## src/rtl/core/lzss_pkg.sv

```systemverilog
`timescale 1ns / 1ps

package lzss_pkg;

    localparam int LZSS_WINDOW        = 2048;
    localparam int LZSS_OFFSET_WIDTH  = 11;
    localparam int LZSS_LENGTH_WIDTH  = 4;
    localparam int LZSS_LITERAL_LIMIT = 1;
    localparam int LZSS_LOOKAHEAD     = 17;

    localparam logic [7:0] SPACE_BYTE = 8'h20;

    // Request from the sequencer to the bit packer.
    typedef struct packed {
        logic valid;
        logic flush;
        logic bit_val;
        logic last_mode;
    } t_pack_cmd;

endpackage

```

## src/rtl/core/lzss_stream_if.sv

```systemverilog


interface lzss_out_if;
    logic       valid;
    logic       ready;
    logic [7:0] out_byte;
    logic       last_out;

    modport source(output valid, output out_byte, output last_out, input ready);
    modport sink(input valid, input out_byte, input last_out, output ready);
endinterface

```

## src/rtl/core/lzss_pack.sv

```systemverilog
`timescale 1ns / 1ps

module lzss_pack (
    input  logic               i_clk,
    input  logic               i_rst_n,
    input  lzss_pkg::t_pack_cmd i_cmd,
    output logic               o_ack,
    lzss_out_if.source         o_out
);

    import lzss_pkg::*;

    logic [7:0] r_acc, n_acc;
    logic [2:0] r_pend, n_pend;
    logic [7:0] r_hold, n_hold;
    logic       r_hold_v, n_hold_v;
    logic       r_ov;
    logic [7:0] r_ob;
    logic       r_ol;

    logic       can_push;
    logic       push;
    logic [7:0] push_byte;
    logic       push_last;
    logic [7:0] full_acc;
    logic [7:0] pad;

    assign can_push = !r_ov || o_out.ready;
    assign full_acc = {r_acc[6:0], i_cmd.bit_val};
    assign pad      = r_acc << (4'd8 - {1'b0, r_pend});

    always_comb begin
        n_acc     = r_acc;
        n_pend    = r_pend;
        n_hold    = r_hold;
        n_hold_v  = r_hold_v;
        push      = 1'b0;
        push_byte = r_hold;
        push_last = 1'b0;
        o_ack     = 1'b0;
        if (i_cmd.valid && !i_cmd.flush) begin
            if (r_pend != 3'd7) begin
                o_ack  = 1'b1;
                n_acc  = full_acc;
                n_pend = r_pend + 3'd1;
            end else if (i_cmd.last_mode) begin
                // In the final transaction of a stream a full byte is held back
                // until it is known whether it is the final output byte.
                if (!r_hold_v || can_push) begin
                    push     = r_hold_v;
                    n_hold   = full_acc;
                    n_hold_v = 1'b1;
                    o_ack    = 1'b1;
                    n_acc    = '0;
                    n_pend   = '0;
                end
            end else if (can_push) begin
                push      = 1'b1;
                push_byte = full_acc;
                o_ack     = 1'b1;
                n_acc     = '0;
                n_pend    = '0;
            end
        end else if (i_cmd.valid) begin
            if (r_pend != 3'd0) begin
                if (r_hold_v) begin
                    if (can_push) begin
                        push     = 1'b1;
                        n_hold_v = 1'b0;
                    end
                end else if (can_push) begin
                    push      = 1'b1;
                    push_byte = pad;
                    push_last = 1'b1;
                    o_ack     = 1'b1;
                    n_acc     = '0;
                    n_pend    = '0;
                end
            end else if (r_hold_v) begin
                if (can_push) begin
                    push      = 1'b1;
                    push_last = 1'b1;
                    n_hold_v  = 1'b0;
                    o_ack     = 1'b1;
                end
            end else begin
                o_ack = 1'b1;
            end
        end
    end

    always_ff @(posedge i_clk) begin
        if (!i_rst_n) begin
            r_acc    <= '0;
            r_pend   <= '0;
            r_hold_v <= 1'b0;
            r_ov     <= 1'b0;
        end else begin
            r_acc    <= n_acc;
            r_pend   <= n_pend;
            r_hold_v <= n_hold_v;
            if (push) begin
                r_ov <= 1'b1;
            end else if (o_out.ready) begin
                r_ov <= 1'b0;
            end
        end
    end

    always_ff @(posedge i_clk) begin
        r_hold <= n_hold;
        if (push) begin
            r_ob <= push_byte;
            r_ol <= push_last;
        end
    end

    assign o_out.valid    = r_ov;
    assign o_out.out_byte = r_ob;
    assign o_out.last_out = r_ol;

endmodule

```

## src/flat_wrapper.sv

```systemverilog
// flat-port wrapper written by rule: the top's interface ports become plain ports
module lzss_pack_flat import lzss_pkg::*;
  (i_clk, i_rst_n, i_cmd, o_ack, o_out_valid, o_out_out_byte, o_out_last_out, o_out_ready);
  lzss_out_if o_out_i ();
  input  logic i_clk;
  input  logic i_rst_n;
  input  lzss_pkg::t_pack_cmd i_cmd;
  output logic o_ack;
  output wire logic [$bits(o_out_i.valid)-1:0] o_out_valid;
  output wire logic [$bits(o_out_i.out_byte)-1:0] o_out_out_byte;
  output wire logic [$bits(o_out_i.last_out)-1:0] o_out_last_out;
  input wire logic [$bits(o_out_i.ready)-1:0] o_out_ready;
  assign o_out_valid = o_out_i.valid;
  assign o_out_out_byte = o_out_i.out_byte;
  assign o_out_last_out = o_out_i.last_out;
  assign o_out_i.ready = o_out_ready;
  lzss_pack u_core (.i_clk(i_clk), .i_rst_n(i_rst_n), .i_cmd(i_cmd), .o_ack(o_ack), .o_out(o_out_i));
endmodule
```

## config.mk

```make
export PLATFORM = sky130hd
export DESIGN_NAME = lzss_pack_flat
export DESIGN_NICKNAME = d
export VERILOG_FILES = /design/src/rtl/core/lzss_pkg.sv /design/src/rtl/core/lzss_stream_if.sv /design/src/rtl/core/lzss_pack.sv /design/src/flat_wrapper.sv
export SDC_FILE = /design/constraint.sdc
export NUM_CORES = 1
export LEC_CHECK = 0
export BUFFER_PORTS_ARGS = -buffer_cell sky130_fd_sc_hd__buf_4
export CAP_MARGIN = 20
export CORE_UTILIZATION = 52
export DETAILED_ROUTE_END_ITERATION = 16
export PLACE_DENSITY = 0.87
export RECOVER_POWER = 50
export SLEW_MARGIN = 40
export SYNTH_ARGS = -nofsm -noshare
export SYNTH_HDL_FRONTEND = slang
export SYNTH_SLANG_ARGS = --single-unit
```

## constraint.sdc

```tcl
create_clock -name i_clk -period 2.2 [get_ports i_clk]
set_input_delay 0.66 -clock i_clk [delete_from_list [all_inputs] [get_ports i_clk]]
set_output_delay 0.66 -clock i_clk [all_outputs]
set_load 0.01 [all_outputs]
```

==> results.json <==
{
  "synth_fa_ha_area_share_pct": 3.46,
  "irDropWorstVdd_mv": 0.386,
  "die_area_um2": 3570,
  "routed_via_density": 6.02,
  "drt_iter0_drc": 43,
  "cp.buffers_inverters": 2,
  "cts_num_sinks": 30,
  "remaining_drc_errors": 0,
  "place_area_um2": 1940,
  "async_reset_ff_share_pct": 0,
  "antenna_found_initial": 0,
  "drive_above_1_share_pct": 30.9,
  "violations": "setup timing",
  "place.gp.congestion": 0.907,
  "initial_core_util_pct": 55.9,
  "ys.flop_type": "edfxtp_1",
  "pin_count": 18,
  "holdBufCountCts": 0,
  "final_antenna_net_count": 0,
  "most-common-layout-cells": "buf_4, nand2_1, edfxtp_1, o21ai_0, dfxtp_1",
  "yosys_warnings": 0,
  "yosys.area_share.simple_pct": 18.6,
  "mostFrequentLayoutCell": "buf_4",
  "drv_cap": 0,
  "synth_top_area_share_pct": 29.4,
  "grt_max_degree": 15,
  "worst_slack_ns": -0.0653,
  "status": "complete, but fails checks",
  "synthXorXnorAreaFrac_pct": 0,
  "fin_crit_ns": 2.27,
  "fin_area_um2": 2080,
  "crit_path_top_delay_cell": "dfxtp_2",
  "portBuffers": 17,
  "worst_pin_slew_ns": 0.387,
  "area_growth_pct": 19.9,
  "power_density_nw_per_um2": 543,
  "diodes": 0,
  "cts_tree": "done",
  "first_pass_iters": 4,
  "synth_fp_nets": 184,
  "synth_top_family_by_area": "simple AND/OR/NAND/NOR gates",
  "synth.area.top_cells": "edfxtp_1, dfxtp_1, nand2_1, mux4_2, o21ai_0",
  "hp-class": "flop to flop",
  "ys_seq_elements": 30,
  "slew_violations": 0,
  "vias": 1492,
  "die-height_um": 59.8,
  "synthMuxAreaShare_pct": 9.37,
  "relSlewSlack_pct": 74.1,
  "clock_latency_ns": 0.34,
  "start_kind": "flop",
  "finClkSkew_ns": 0.00795,
  "cts_made_buffers": 5,
  "post-route-period-util_pct": 103,
  "synth-compound-area-share_pct": 18.0,
  "timing.fmax_mhz": 441,
  "synth_edf_count": 17,
  "grt_pass1_vias": 1447,
  "clockBufferDepth": 2,
  "root_buffer": "clkbuf_4",
  "fp.dieW_um": 59.8,
  "cp.arrival_ns": 1.61,
  "drt-wirelength-per-cell_um": 15.2,
  "yosysTopAreaCell": "edfxtp_1",
  "crit_path_frequent_cell": "ha_4",
  "grt_pass1_wl_um": 6370,
  "syn_area_um2": 1740,
  "max_stage_delay_ns": 0.36,
  "path_clk_slew_ns": 0.09,
  "crit_family": "adder cells",
  "hpwl_um": 2760,
  "path_class": "flop to output port",
  "critical_path.cell_chain": "inv_2 -> ha_4 -> ha_4 -> maj3_2 -> nand2_2 -> a21boi_2 -> buf_4",
  "nets": 214,
  "overflow": 0,
  "ys_types": 41,
  "tns_ns": -0.0653,
  "end_kind": "output port",
  "required_ns": 1.54,
  "syn_inst": 173,
  "avgSynthCellArea_um2": 10.0,
  "grt_usage_pct": 24.7,
  "cp_max_fo": 3,
  "setup_violations": 1,
  "post-place-ws_ns": -0.0671,
  "placementRows": 20,
  "n_fill_cell": 252,
  "power.leakage_nw": 0.745,
  "core_area_um2": 3100,
  "htree_num_levels": 2,
  "finalPower_mw": 1.13,
  "rsz0062_at_grt": "yes",
  "wl_um": 3780,
  "yosysSeqAreaShare_pct": 44.4,
  "hold_viol": 0
}
==> flip-flops by register name, indices dropped and copies added, names as in the netlist <==
name,flops
u_core.r_pend,3
u_core.o_out.valid,1
u_core.r_hold_v,1
u_core.r_hold,8
u_core.o_out.out_byte,8
u_core.r_acc,8
u_core.o_out.last_out,1
==> layer usage <==
metal  wire [µm]  vias to the layer above  GRT usage (%)
met2        1790                       75           39.8
met5           0                        -              0
met1        1630                      701           29.7
met4          94                        0           15.0
li1            -                      703              -
met3         261                       13           5.84
==> area by class of cell <==
cell class              count  area [µm²]  area share, %
multi-input cells         127         922           44.3
flip-flops and latches     30         774           37.2
repair buffers             33         244           11.7
well taps                  44        55.1           2.65
clock buffers               6        51.3           2.47
inverters                   6        22.5           1.08
clock inverters             2        11.3          0.541
==> cell usage after synthesis, drive strengths merged (4+ instances only) <==
master / number
o21ai: 15
a21oi: 7
nand2b: 5
nand2: 31
mux2i: 5
ha: 4
dfxtp: 13
o22ai: 4
nor2: 8
clkbuf: 6
nor3: 4
a211oi: 7
mux4: 5
edfxtp: 17
inv: 6
a21boi: 4
buf: 4
==> power by group <==
part	internal, mW	total [mW]	switching [mW]	leakage, nW
Sequential	0.599	0.605	0.00649	0.263
Clock	0.154	0.354	0.199	0.0386
Combinational	0.0787	0.171	0.0922	0.443
==> repair_timing <==
item | 4_1_cts | 5_1_grt
cloned | 0 | 0
pin swaps | 5 | 1
resized for setup | 11 | 6
setup buffers | 2 | 1
endpoints found under the setup margin | 2 | 8
==> worst min-delay path: stages, from the launching register on <==
cell	delay (ns)
dfxtp_1	0.33
nand2_1	0.05
o21ai_0	0.06
==> final timing paths <==
kind              slack, ns  depth (start not counted)                            endpoint                     startpoint
setup / recovery      -0.07                          7                               o_ack  u_core.r_pend[0]$_SDFFE_PN0P_
hold reg to reg        0.49                          2        u_core.r_acc[7]$_SDFFE_PN0P_   u_core.r_acc[7]$_SDFFE_PN0P_
setup reg to reg       0.09                          8  u_core.o_out.out_byte[5]$_DFFE_PP_  u_core.r_pend[0]$_SDFFE_PN0P_
hold / removal         0.49                          2        u_core.r_acc[7]$_SDFFE_PN0P_   u_core.r_acc[7]$_SDFFE_PN0P_
==> stage by stage <==
stage               utilization, %  hold slack (ns)  std cells
floorplan                        -            0.433        173
global route                  67.1            0.512        248
detailed placement            62.4            0.470        237
finish                        67.1            0.486        248
CTS                           66.3            0.488        247
global placement              62.4            0.447        237
==> cell families (layout without fill, tap and decap cells) <==
family,after synthesis,count (layout)
compound gates,48,48
flops,30,30
buf+inv,16,47
simple gates,64,64
mux,10,10
fa+ha+maj,5,5
No activity file was read; power rests on OpenSTA's default activity.
